[src/hw/rtl/ffra_pkg.sv]
// ----------------------------------------------------------------------------
// ffra_pkg: shared types and constants of the first-fit run allocator
// Request and response beat layouts, opcodes and configuration register map.
// ----------------------------------------------------------------------------
package ffra_pkg;

    localparam logic [0:0] OP_ALLOC = 1'b0;
    localparam logic [0:0] OP_FREE  = 1'b1;

    localparam int APB_ADDR_W = 3;
    localparam int REG_IDX_W  = APB_ADDR_W - 2;

    localparam logic [REG_IDX_W-1:0] REG_ROW_WIDTH = 1'b0;

    localparam logic [7:0] ROW_WIDTH_RESET = 8'd128;

    typedef struct packed {
        logic [0:0] opcode;
        logic [7:0] owner_id;
        logic [7:0] run_length;
    } req_t;

    typedef struct packed {
        logic [6:0] start_slot;
        logic       failed;
    } rsp_t;

endpackage

[src/hw/rtl/ffra_slot_ram.sv]
// ----------------------------------------------------------------------------
// ffra_slot_ram: slot store
// One write port and one read port with registered read data.
// ----------------------------------------------------------------------------
module ffra_slot_ram #(
    parameter int DEPTH  = 128,
    parameter int DATA_W = 9,
    parameter int ADDR_W = 7
) (
    input  logic              clk,
    input  logic              wr_en,
    input  logic [ADDR_W-1:0] wr_addr,
    input  logic [DATA_W-1:0] wr_data,
    input  logic [ADDR_W-1:0] rd_addr,
    output logic [DATA_W-1:0] rd_data
);

    logic [DATA_W-1:0] mem [DEPTH];

    always_ff @(posedge clk)
    begin
        if (wr_en)
        begin
            mem[wr_addr] <= wr_data;
        end
    end

    always_ff @(posedge clk)
    begin
        rd_data <= mem[rd_addr];
    end

endmodule

[src/hw/rtl/ffra_apb_regs.sv]
// ----------------------------------------------------------------------------
// ffra_apb_regs: configuration registers
// APB-style write and read access to the row width register.
// ----------------------------------------------------------------------------
module ffra_apb_regs (
    input  logic                           clk,
    input  logic                           rst_n,
    input  logic                           psel,
    input  logic                           penable,
    input  logic                           pwrite,
    input  logic [ffra_pkg::APB_ADDR_W-1:0] paddr,
    input  logic [31:0]                    pwdata,
    output logic [31:0]                    prdata,
    output logic                           pready,
    output logic [7:0]                     row_width
);
    import ffra_pkg::*;

    logic [7:0]           row_width_reg;
    logic [REG_IDX_W-1:0] reg_idx;
    logic                 wr_hit;

    assign pready  = 1'b1;
    assign reg_idx = paddr[APB_ADDR_W-1:2];
    assign wr_hit  = psel && penable && pwrite && pready && (reg_idx == REG_ROW_WIDTH);

    always_ff @(posedge clk or negedge rst_n)
    begin
        if (!rst_n)
        begin
            row_width_reg <= ROW_WIDTH_RESET;
        end
        else if (wr_hit)
        begin
            row_width_reg <= pwdata[7:0];
        end
    end

    assign prdata    = (reg_idx == REG_ROW_WIDTH) ? {24'd0, row_width_reg} : 32'd0;
    assign row_width = row_width_reg;

endmodule

[src/hw/rtl/first_fit_run_allocator_top.sv]
// ----------------------------------------------------------------------------
// first_fit_run_allocator_top: first-fit contiguous run allocator
// Sequencer that scans the slot store one slot per cycle and marks runs.
// ----------------------------------------------------------------------------
// After reset the block clears all MAX_SLOTS slots of the slot store, and no
// request beat is taken during that pass. W is the active row width. A free
// request scans W slots and clears each one its owner holds, and an allocate
// that fails scans all W. A successful allocate ends its scan at the last
// slot e of the run it places, then marks each slot of that run. An allocate
// of length zero goes straight to its done state. A response beat that still
// waits for rsp_ready holds the next allocate in its done state until that
// beat is taken. The scan is bound by the single read port of the slot store,
// which it reads one slot per cycle. A free request returns no response beat.
module first_fit_run_allocator_top #(
    parameter int MAX_SLOTS = 128,
    parameter int ID_BITS   = 8
) (
    input  logic                           clk,
    input  logic                           rst_n,
    input  logic                           psel,
    input  logic                           penable,
    input  logic                           pwrite,
    input  logic [ffra_pkg::APB_ADDR_W-1:0] paddr,
    input  logic [31:0]                    pwdata,
    output logic [31:0]                    prdata,
    output logic                           pready,
    input  logic                           req_valid,
    output logic                           req_ready,
    input  ffra_pkg::req_t                 req_data,
    output logic                           rsp_valid,
    input  logic                           rsp_ready,
    output ffra_pkg::rsp_t                 rsp_data
);
    import ffra_pkg::*;

    localparam int IDX_W  = $clog2(MAX_SLOTS);
    localparam int CNT_W  = $clog2(MAX_SLOTS + 1);
    localparam int EXT_W  = (CNT_W > 8) ? CNT_W : 8;
    localparam int DATA_W = ID_BITS + 1;

    typedef enum logic [2:0] {
        ST_CLEAR,
        ST_IDLE,
        ST_SCAN,
        ST_MARK,
        ST_DONE
    } state_t;

    state_t             state_reg,      state_next;
    logic [0:0]         op_reg,         op_next;
    logic [ID_BITS-1:0] id_reg,         id_next;
    logic [7:0]         len_reg,        len_next;
    logic [CNT_W-1:0]   rd_idx_reg,     rd_idx_next;
    logic               rd_valid_reg,   rd_valid_next;
    logic [IDX_W-1:0]   rd_addr_reg,    rd_addr_next;
    logic [EXT_W-1:0]   run_reg,        run_next;
    logic [IDX_W-1:0]   mark_idx_reg,   mark_idx_next;
    logic [IDX_W-1:0]   mark_end_reg,   mark_end_next;
    logic [IDX_W-1:0]   clr_idx_reg,    clr_idx_next;
    logic [6:0]         res_start_reg,  res_start_next;
    logic               res_failed_reg, res_failed_next;
    logic               rsp_valid_reg,  rsp_valid_next;
    rsp_t               rsp_data_reg,   rsp_data_next;

    logic [7:0]         row_width;
    logic [EXT_W-1:0]   row_width_ext;
    logic [CNT_W-1:0]   w_cnt;
    logic [EXT_W-1:0]   len_ext;
    logic [EXT_W-1:0]   run_step;
    logic [EXT_W-1:0]   start_ext;
    logic               issue;
    logic               slot_busy;
    logic [ID_BITS-1:0] slot_owner;

    logic               ram_wr_en;
    logic [IDX_W-1:0]   ram_wr_addr;
    logic [DATA_W-1:0]  ram_wr_data;
    logic [DATA_W-1:0]  ram_rd_data;

    ffra_apb_regs u_regs (
        .clk       (clk),
        .rst_n     (rst_n),
        .psel      (psel),
        .penable   (penable),
        .pwrite    (pwrite),
        .paddr     (paddr),
        .pwdata    (pwdata),
        .prdata    (prdata),
        .pready    (pready),
        .row_width (row_width)
    );

    ffra_slot_ram #(
        .DEPTH  (MAX_SLOTS),
        .DATA_W (DATA_W),
        .ADDR_W (IDX_W)
    ) u_ram (
        .clk     (clk),
        .wr_en   (ram_wr_en),
        .wr_addr (ram_wr_addr),
        .wr_data (ram_wr_data),
        .rd_addr (rd_idx_reg[IDX_W-1:0]),
        .rd_data (ram_rd_data)
    );

    assign row_width_ext = EXT_W'(row_width);
    assign w_cnt         = (row_width_ext > EXT_W'(MAX_SLOTS)) ? CNT_W'(MAX_SLOTS)
                                                               : row_width_ext[CNT_W-1:0];
    assign len_ext       = EXT_W'(len_reg);
    assign slot_busy     = ram_rd_data[ID_BITS];
    assign slot_owner    = ram_rd_data[ID_BITS-1:0];
    assign run_step      = slot_busy ? '0 : (run_reg + EXT_W'(1));
    assign start_ext     = EXT_W'(rd_addr_reg) + EXT_W'(1) - len_ext;
    assign issue         = (state_reg == ST_SCAN) && (rd_idx_reg != w_cnt);

    assign req_ready = (state_reg == ST_IDLE);
    assign rsp_valid = rsp_valid_reg;
    assign rsp_data  = rsp_data_reg;

    always_comb
    begin
        state_next      = state_reg;
        op_next         = op_reg;
        id_next         = id_reg;
        len_next        = len_reg;
        rd_idx_next     = rd_idx_reg;
        rd_valid_next   = 1'b0;
        rd_addr_next    = rd_addr_reg;
        run_next        = run_reg;
        mark_idx_next   = mark_idx_reg;
        mark_end_next   = mark_end_reg;
        clr_idx_next    = clr_idx_reg;
        res_start_next  = res_start_reg;
        res_failed_next = res_failed_reg;
        rsp_valid_next  = rsp_valid_reg && !rsp_ready;
        rsp_data_next   = rsp_data_reg;
        ram_wr_en       = 1'b0;
        ram_wr_addr     = rd_addr_reg;
        ram_wr_data     = '0;

        case (state_reg)
            ST_CLEAR:
            begin
                ram_wr_en    = 1'b1;
                ram_wr_addr  = clr_idx_reg;
                ram_wr_data  = '0;
                clr_idx_next = clr_idx_reg + IDX_W'(1);
                if (clr_idx_reg == IDX_W'(MAX_SLOTS - 1))
                begin
                    state_next = ST_IDLE;
                end
            end

            ST_IDLE:
            begin
                if (req_valid)
                begin
                    op_next         = req_data.opcode;
                    id_next         = ID_BITS'(req_data.owner_id);
                    len_next        = req_data.run_length;
                    rd_idx_next     = '0;
                    run_next        = '0;
                    res_start_next  = '0;
                    res_failed_next = 1'b0;
                    if ((req_data.opcode == OP_ALLOC) && (req_data.run_length == 8'd0))
                    begin
                        state_next = ST_DONE;
                    end
                    else
                    begin
                        state_next = ST_SCAN;
                    end
                end
            end

            ST_SCAN:
            begin
                if (issue)
                begin
                    rd_valid_next = 1'b1;
                    rd_addr_next  = rd_idx_reg[IDX_W-1:0];
                    rd_idx_next   = rd_idx_reg + CNT_W'(1);
                end
                if (op_reg == OP_FREE)
                begin
                    if (rd_valid_reg && slot_busy && (slot_owner == id_reg))
                    begin
                        ram_wr_en   = 1'b1;
                        ram_wr_addr = rd_addr_reg;
                        ram_wr_data = '0;
                    end
                    if (!issue && !rd_valid_reg)
                    begin
                        state_next = ST_IDLE;
                    end
                end
                else if (rd_valid_reg && (run_step == len_ext))
                begin
                    run_next       = run_step;
                    rd_valid_next  = 1'b0;
                    mark_idx_next  = start_ext[IDX_W-1:0];
                    mark_end_next  = rd_addr_reg;
                    res_start_next = start_ext[6:0];
                    state_next     = ST_MARK;
                end
                else
                begin
                    if (rd_valid_reg)
                    begin
                        run_next = run_step;
                    end
                    if (!issue && !rd_valid_reg)
                    begin
                        res_failed_next = 1'b1;
                        res_start_next  = '0;
                        state_next      = ST_DONE;
                    end
                end
            end

            ST_MARK:
            begin
                ram_wr_en     = 1'b1;
                ram_wr_addr   = mark_idx_reg;
                ram_wr_data   = {1'b1, id_reg};
                mark_idx_next = mark_idx_reg + IDX_W'(1);
                if (mark_idx_reg == mark_end_reg)
                begin
                    state_next = ST_DONE;
                end
            end

            ST_DONE:
            begin
                if (!rsp_valid_reg || rsp_ready)
                begin
                    rsp_valid_next           = 1'b1;
                    rsp_data_next.start_slot = res_start_reg;
                    rsp_data_next.failed     = res_failed_reg;
                    state_next               = ST_IDLE;
                end
            end

            default:
            begin
                state_next = ST_IDLE;
            end
        endcase
    end

    always_ff @(posedge clk or negedge rst_n)
    begin
        if (!rst_n)
        begin
            state_reg      <= ST_CLEAR;
            op_reg         <= OP_ALLOC;
            id_reg         <= '0;
            len_reg        <= '0;
            rd_idx_reg     <= '0;
            rd_valid_reg   <= 1'b0;
            rd_addr_reg    <= '0;
            run_reg        <= '0;
            mark_idx_reg   <= '0;
            mark_end_reg   <= '0;
            clr_idx_reg    <= '0;
            res_start_reg  <= '0;
            res_failed_reg <= 1'b0;
            rsp_valid_reg  <= 1'b0;
            rsp_data_reg   <= '0;
        end
        else
        begin
            state_reg      <= state_next;
            op_reg         <= op_next;
            id_reg         <= id_next;
            len_reg        <= len_next;
            rd_idx_reg     <= rd_idx_next;
            rd_valid_reg   <= rd_valid_next;
            rd_addr_reg    <= rd_addr_next;
            run_reg        <= run_next;
            mark_idx_reg   <= mark_idx_next;
            mark_end_reg   <= mark_end_next;
            clr_idx_reg    <= clr_idx_next;
            res_start_reg  <= res_start_next;
            res_failed_reg <= res_failed_next;
            rsp_valid_reg  <= rsp_valid_next;
            rsp_data_reg   <= rsp_data_next;
        end
    end

    // A response beat only appears when the sequencer leaves its done state.
    a_rsp_from_done: assert property (@(posedge clk) disable iff (!rst_n)
        $rose(rsp_valid_reg) |-> ($past(state_reg) == ST_DONE))
        else $error("response beat raised outside the done state");

    // The allocate scan never writes the slot store.
    a_scan_write_free: assert property (@(posedge clk) disable iff (!rst_n)
        ((state_reg == ST_SCAN) && ram_wr_en) |-> (op_reg == OP_FREE))
        else $error("slot store written during an allocate scan");

    // Marking stays inside the active row.
    a_mark_in_row: assert property (@(posedge clk) disable iff (!rst_n)
        (state_reg == ST_MARK) |-> (CNT_W'(mark_idx_reg) < w_cnt))
        else $error("marking beyond the active row width");

    // The free run count stays below the requested length while scanning.
    a_run_below_len: assert property (@(posedge clk) disable iff (!rst_n)
        ((state_reg == ST_SCAN) && (op_reg == OP_ALLOC)) |-> (run_reg < len_ext))
        else $error("free run reached the length without a match");

endmodule

[config.mk]
export PLATFORM = sky130hd
export DESIGN_NAME = first_fit_run_allocator_top
export DESIGN_NICKNAME = d
export VERILOG_FILES = /design/src/hw/rtl/ffra_pkg.sv /design/src/hw/rtl/ffra_slot_ram.sv /design/src/hw/rtl/ffra_apb_regs.sv /design/src/hw/rtl/first_fit_run_allocator_top.sv
export SDC_FILE = /design/constraint.sdc
export NUM_CORES = 1
export LEC_CHECK = 0
export ABC_CLOCK_PERIOD_IN_PS = 6440
export BUFFER_PORTS_ARGS = -buffer_cell sky130_fd_sc_hd__buf_2
export CORE_MARGIN = 1.5
export CORE_UTILIZATION = 53
export DETAILED_ROUTE_END_ITERATION = 7
export PLACE_DENSITY = 0.68
export SYNTH_ARGS = -nofsm -noshare
export SYNTH_HDL_FRONTEND = slang
export SYNTH_SLANG_ARGS = --single-unit
[constraint.sdc]
create_clock -name clk -period 6.44 [get_ports clk]
set_clock_uncertainty 0.05 [all_clocks]
set_input_delay 1.288 -clock clk [delete_from_list [all_inputs] [get_ports clk]]
set_output_delay 1.288 -clock clk [all_outputs]
set_load 0.05 [all_outputs]
# ---- Yosys cells after proc, flatten, opt, wreduce, memory -nomap -nowiden
# Memories as Yosys holds them, arrays and structs flattened. A register that Yosys moved wholly into a read port is not among the register bits.
# Index checks and enable logic that the tools add are counted.
dict set report op_classes {
  addsub 6
  multipliers 0
  div 0
  magnitude_cmp 1
  eq_ne 21
  shifts 0
  n_mux 46
  n_bitwise 3
  reduce_logical 30
}
# operator n
set ops {}
lappend ops {{8-bit 2-to-1 mux} 8}
lappend ops {{7-bit 2-to-1 mux} 6}
lappend ops {{7-bit case mux with 2 select lines} 3}
lappend ops {{8-bit case mux with 2 select lines} 2}
lappend ops {{3-bit 2-to-1 mux} 9}
lappend ops {{7-bit by 1-bit adder with 7-bit output (second input constant)} 3}
lappend ops {{8-bit by 1-bit adder with 8-bit output (second input constant)} 2}
lappend ops {{8-bit == test} 2}
lappend ops {{3-bit case mux with 5 select lines} 1}
lappend ops {{1-bit 2-to-1 mux} 14}
lappend ops {{2-bit != test (second input constant)} 7}
lappend ops {{1-bit logical AND} 10}
lappend ops {{9-bit 2-to-1 mux} 1}
lappend ops {{3-bit AND reduction} 3}
lappend ops {{8-bit greater-than comparator (second input constant)} 1}
lappend ops {{8-bit zero test} 1}
lappend ops {{8-bit != test} 1}
lappend ops {{4-bit AND reduction} 2}
lappend ops {{7-bit == test} 1}
lappend ops {{7-bit == test (second input constant)} 1}
lappend ops {{7-bit subtractor} 1}
lappend ops {{3-bit by 2-bit == test with 1-bit output (second input constant)} 2}
lappend ops {{3-bit by 2-bit != test with 1-bit output (second input constant)} 2}
lappend ops {{2-bit AND reduction} 3}
lappend ops {{13 further kinds} 21}
dict set report word_totals {
  ff_bits 90
  latch_bits 0
  ramBits 1152
  mem_bits_ro 0
  word_cells 125
  memories 1
}
# memory depth width read_ports rd_ports_with_merged_regs wr line
set memory_table {}
lappend memory_table {u_ram.mem 128 9 1 1 1 ffra_slot_ram.sv:18} ;# logic [DATA_W-1:0] mem [DEPTH];

# ---- Depth between registers and ports, before layout
dict set report logic_depth {
  ltp_word 10
  depth_mapped 11
}

# ---- Cells and area by module
# Synthesis repeated with hierarchy kept, for this count alone.
dict set report hier_totals {
  cells_unflattened 2357
  hier_area_um2 49847.8
}
# module n_inst cells_each area_each_um2
set modules_own_cells {}
lappend modules_own_cells {ffra_slot_ram 1 1816 44529.0}
lappend modules_own_cells {first_fit_run_allocator_top 1 489 4738.3}
lappend modules_own_cells {ffra_apb_regs 1 52 580.6}

# ---- Worst setup path after synthesis
# Ideal clock, no wire load.
dict set report synth_path {
  path_type {register to register}
  startpoint {register state_reg[1]}
  endpoint {memory u_ram.mem[0][0], data pin}
  setup_ns 0.537
  arrival_time_ns 3.028
  required_time_ns 5.853
  slack_ns 2.825
  stages_incl_launch_ff 6
  path_buffers 3
  path_cell_list {dfrtp_1 -> clkbuf_1 -> nor2b_1 -> clkbuf_1 -> clkbuf_1 -> and3_1}
}
dict set report synth_between {
  elab_chain_len 2
}
# item line
set synth_rtl {}
lappend synth_rtl {{from (decl)} first_fit_run_allocator_top.sv:49} ;# state_t state_reg, state_next;
lappend synth_rtl {{from (signal assigned)} first_fit_run_allocator_top.sv:273} ;# state_reg <= state_next;
lappend synth_rtl {{3-bit by 2-bit == test with 1-bit output} first_fit_run_allocator_top.sv:141} ;# case (state_reg)
lappend synth_rtl {{9-bit 2-to-1 mux} -}
lappend synth_rtl {{named net ram_wr_data[0]} first_fit_run_allocator_top.sv:77} ;# logic [DATA_W-1:0] ram_wr_data;
lappend synth_rtl {{to (decl)} ffra_slot_ram.sv:18}
# The timed path passes the listed nets, and every way through them passes these cells.

# ---- Worst setup path in the final report
dict set report layout_path {
  startpoint {register state_reg[0]}
  endpoint {memory u_ram.mem[16][1] (enable)}
}
dict set report layout_between {
  elab_chain_len 5
  elab_cells_between_ends 8
}
# item line
set layout_rtl {}
lappend layout_rtl {{3-bit by 2-bit == test with 1-bit output or 3-bit zero test (tied branches)} first_fit_run_allocator_top.sv:141}
lappend layout_rtl {{2-bit OR reduction (no line)} -}
lappend layout_rtl {{1-bit case mux with 2 select lines} first_fit_run_allocator_top.sv:141}
lappend layout_rtl {{1-bit 2-to-1 mux} ffra_slot_ram.sv:22} ;# if (wr_en)
lappend layout_rtl {{1-bit 2-to-1 mux (implied by the code)} ffra_slot_ram.sv:24} ;# mem[wr_addr] <= wr_data;
# Parallel ways exist; a longest one is shown, timed or not.

==> out/summary.md <==
### Status
- completed — result of the run

### Place
- 0.0514 mm2 — area post-placement
- 70.9 mm — post-detailed-placement half-perimeter wirelength
- 0.889 — final RePlAce weighted congestion
- 3795 — Placed Instances
- 1.96 ns — worst setup slack after placement
- 50 — Port Buffers

### STA
- 0 — Hold Violations, Final
- 0 — total setup violations reported at the end of the flow
- 0.449 ns — worst hold margin
- 1.93 ns — smallest setup slack after layout
- 70.1% — final cycle utilization of the critical path
- 0 — number of pins with negative max-slew slack in the final report
- 0 ns — Total Neg Setup Slack
- 4.51 ns — Tmin final
- 222 MHz — Max Freq
- 1.28 ns — actual slew at the worst max-slew pin
- 14.3% — relative slew slack
- false — RSZ-0062 raised after global routing

### Clock network
- 1251 — clock net sink count
- 0 — Gates resized, CTS repair
- done — clock tree from TritonCTS
- 121 — Num CTS Buffers
- 0.06 ns — clock-pin slew on the worst setup and hold paths
- 0 — number of setup buffers added after CTS
- clkbuf_16 — buffer type at the clock tree root
- 0 — cts hold-fix bufs
- 0.71 ns — clk_lat worst skew
- 3 — buffer depth of the longest clock path
- 3 — H-tree lvl count

### Floorplan
- 0.0933 mm2 — Placeable Area
- 310 um — die width
- 102 — number of I/O pins
- 112 — total number of placement rows
- 53.4% — effective utilization at floorplan
- 0.0959 mm2 — full die area
- 310 um — die extent in y

### Logic synthesis
- 0 — number of warnings reported in the yosys synthesis log
- 0.0499 mm2 — summed instance area of the synthesized netlist
- 1152 — Post-synth EDFFs
- 19.3 um2 — Post-Synthesis Mean Instance Area
- 2586 — synthesized instance count
- 1251 — flop and latch count out of synthesis
- edfxtp_1, mux4_2, dfrtp_1, nor2_1, nand2_1 — biggest area contributors in the synthesized netlist
- 69.4% — post-synth top area share
- edfxtp_1 — most common flop cell mapped by yosys
- 85 — synth unique cells
- 74.3% — post-synthesis sequential area ratio
- 7.19% — proportion of synthesized flip-flops having asynchronous set or reset
- edfxtp_1 — most area-hungry cell type in the Yosys netlist

### Route
- 2874 — detailed router's first-iteration violation count
- 0 — antenna-violating nets left
- 25300 — routed via count
- 0 — Residual DRC
- 29.3 um — routed length per instance
- 6.29 — detailed-route vias per instance
- 5 — first-pass iteration count of the detailed router
- 118 mm — Total Routed Length

### Pwr
- 421 mW/mm2 — Pwr per Cell Area
- 25.2% — part of the total power dissipated in combinational logic
- 0.0162 W — internal power summed over all cells
- 43.7% — Sequential Power Share
- 31.2% — Clk network pwr share
- 264 uV — worst IR drop on VDD
- 30.8% — proportion of total power due to net switching
- 18.1 nW — Pleak
- 0.00719 W — net switching power

### Final layout
- 4025 — post-route non-filler standard cell count
- 0.0555 mm2 — final std cell area, no fill
- 6730 — FILL cells
- 0.0370 mm2 — footprint of the flip-flops and latches
- 23.4% — share of post-route cells with drive strength above 1
- 1152 — flip-flop count of the largest register after layout
- u_ram.mem — Biggest register
- 11.4% — synthesis-to-finish area growth
- 0.0121 mm2 — footprint of the multi-input gates
- 2739 — number of nets in the finished design
- u_ram.mem: 1152 flops, u_ram.rd_data: 9 flops — largest registers

### Critical path
- u_ram.mem[16][1]$_DFFE_PP_ — worst reg2reg endpoint
- 39 — biggest fanout along the worst timing path
- reg -> reg — Setup Crit Path Kind
- 7 — r2r worst-path depth
- 6.71 ns — worst path required time
- 1.93 ns — slack of the worst reg-to-reg path
- state_reg[0]$_DFFE_PN0P_ — startpoint of the most critical register-to-register path
- 4.78 ns — Crit path arrival time
- flip-flop — Worst Setup End Kind
- flip-flop — Worst Setup Start Kind

### Worst hold path
- rsp_data[4]$_DFFE_PN0P_ — start point of the worst min-delay path
- reg -> reg — Hold/Removal Path Class
- 1 — number of stages on the worst hold path
- rsp_data[4]$_DFFE_PN0P_ — worst hold endpoint

### Global route
- 0 — total gr overflow
- 25500 — via count of the first global-routing pass
- 24.9% — overall global routing resource usage
- 172 mm — first-pass GRT wire length
- 96 — pin count of the biggest net entering global routing
- 1 — antenna violations before repair

### Run
- 0 — max-cap check violation count

## per-stage QoR
stage | util [%] | total power (W)
detailed placement | 55.1 | 0.0162
global placement | 55.1 | 0.0161
floorplan | - | 0.0142
global route | 59.5 | 0.0241
CTS | 59.5 | 0.0235
finish | 59.5 | 0.0234
## how the worst max path moves through the flow
stage                              from                          to  cells past startpoint
6_report       state_reg[0]$_DFFE_PN0P_  u_ram.mem[16][1]$_DFFE_PP_                      7
5_1_grt        state_reg[0]$_DFFE_PN0P_  u_ram.mem[86][8]$_DFFE_PP_                      7
4_1_cts        state_reg[0]$_DFFE_PN0P_  u_ram.mem[16][4]$_DFFE_PP_                      7
3_5_place_dp   state_reg[0]$_DFFE_PN0P_  u_ram.mem[16][1]$_DFFE_PP_                      7
3_3_place_gp   state_reg[0]$_DFFE_PN0P_  u_ram.mem[20][1]$_DFFE_PP_                      7
2_1_floorplan  state_reg[1]$_DFFE_PN0P_   u_ram.mem[0][0]$_DFFE_PP_                      5
## power groups by stage
stage | combinational, W | clock [W] | sequential, W
4_1_cts | 0.00589 | 0.00737 | 0.0102
2_1_floorplan | 0.00402 | 0 | 0.0102
3_5_place_dp | 0.00587 | 0 | 0.0104
5_1_grt | 0.00623 | 0.00767 | 0.0102
3_3_place_gp | 0.00577 | 0 | 0.0103
6_report | 0.00589 | 0.00728 | 0.0102
## synth_stat cells (15+ instances only)
master	instances
edfxtp_1	1152
mux4_2	295
nor2_1	175
nand2_1	144
dfrtp_1	89
buf_2	59
clkbuf_1	57
nand3_1	41
o21ai_0	38
a21oi_1	34
o22ai_1	33
buf_4	32
mux2i_1	28
a22oi_1	27
mux2_2	27
nor2b_1	23
xor2_1	21
a211oi_1	20
xnor2_1	18
inv_1	17
a22o_1	16
a31oi_1	16
nor3_1	16
a221oi_1	15
ha_1	15
## area by class of cell
cell class	instances	area share (%)
antenna	3	0.0135
clock buffer	146	5.77
clock inverter	81	1.63
inverter	18	0.126
multi-input combinational	1178	21.8
sequential	1251	66.7
tap	1254	2.82
timing repair buffer	94	1.14
## kinds of logic (layout without fill, tap and decap cells)
logic type | after synthesis | count (layout) | synth area share, %
xor+xnor | 39 | 39 | 0.685
flops | 1251 | 1251 | 74.3
other cells | 2 | 28 | 0.0151
mux | 355 | 355 | 14.6
fa+ha+maj | 16 | 16 | 0.417
buf+inv | 180 | 339 | 1.78
simple gates | 475 | 475 | 4.38
compound gates | 268 | 268 | 3.81
## critical path: stages, from the launching register on
cell	delay, ns
dfrtp_1	0.36
buf_4	0.25
or2_2	0.40
a21oi_2	0.40
o22ai_1	0.24
nor2b_1	1.04
nand2_1	0.48
nor2_1	0.89
## metal layers
| metal | track usage, % | part of all wire [%] | up-vias | wire length, um |
|---|---|---|---|---|
| li1 | - | - | 10700 | - |
| met1 | 34.1 | 39 | 13300 | 46400 |
| met2 | 40.4 | 49 | 1148 | 57900 |
| met3 | 5.05 | 8.5 | 188 | 10100 |
| met4 | 8.50 | 3.0 | 0 | 3520 |
| met5 | 0 | 0 | - | 0 |
## cell usage in the layout, fill, tap and decap left out, types with 16 or more instances in the layout
cell	instances
clkinv_1	24
xnor2_1	18
conb_1	25
inv_1	16
clkbuf_1	20
dfrtp_1	85
buf_2	49
clkbuf_16	124
mux2_2	27
mux2i_1	28
nor3_1	16
a22o_1	16
o22ai_1	33
buf_4	41
a21oi_1	34
a31oi_1	16
bufinv_16	18
nand2_1	144
a211oi_1	20
nand3_1	38
a22oi_1	27
xor2_1	21
o21ai_0	38
edfxtp_1	1152
nor2_1	173
clkinv_2	25
mux4_2	295
nor2b_1	22
No activity file was read; power rests on OpenSTA's default activity.
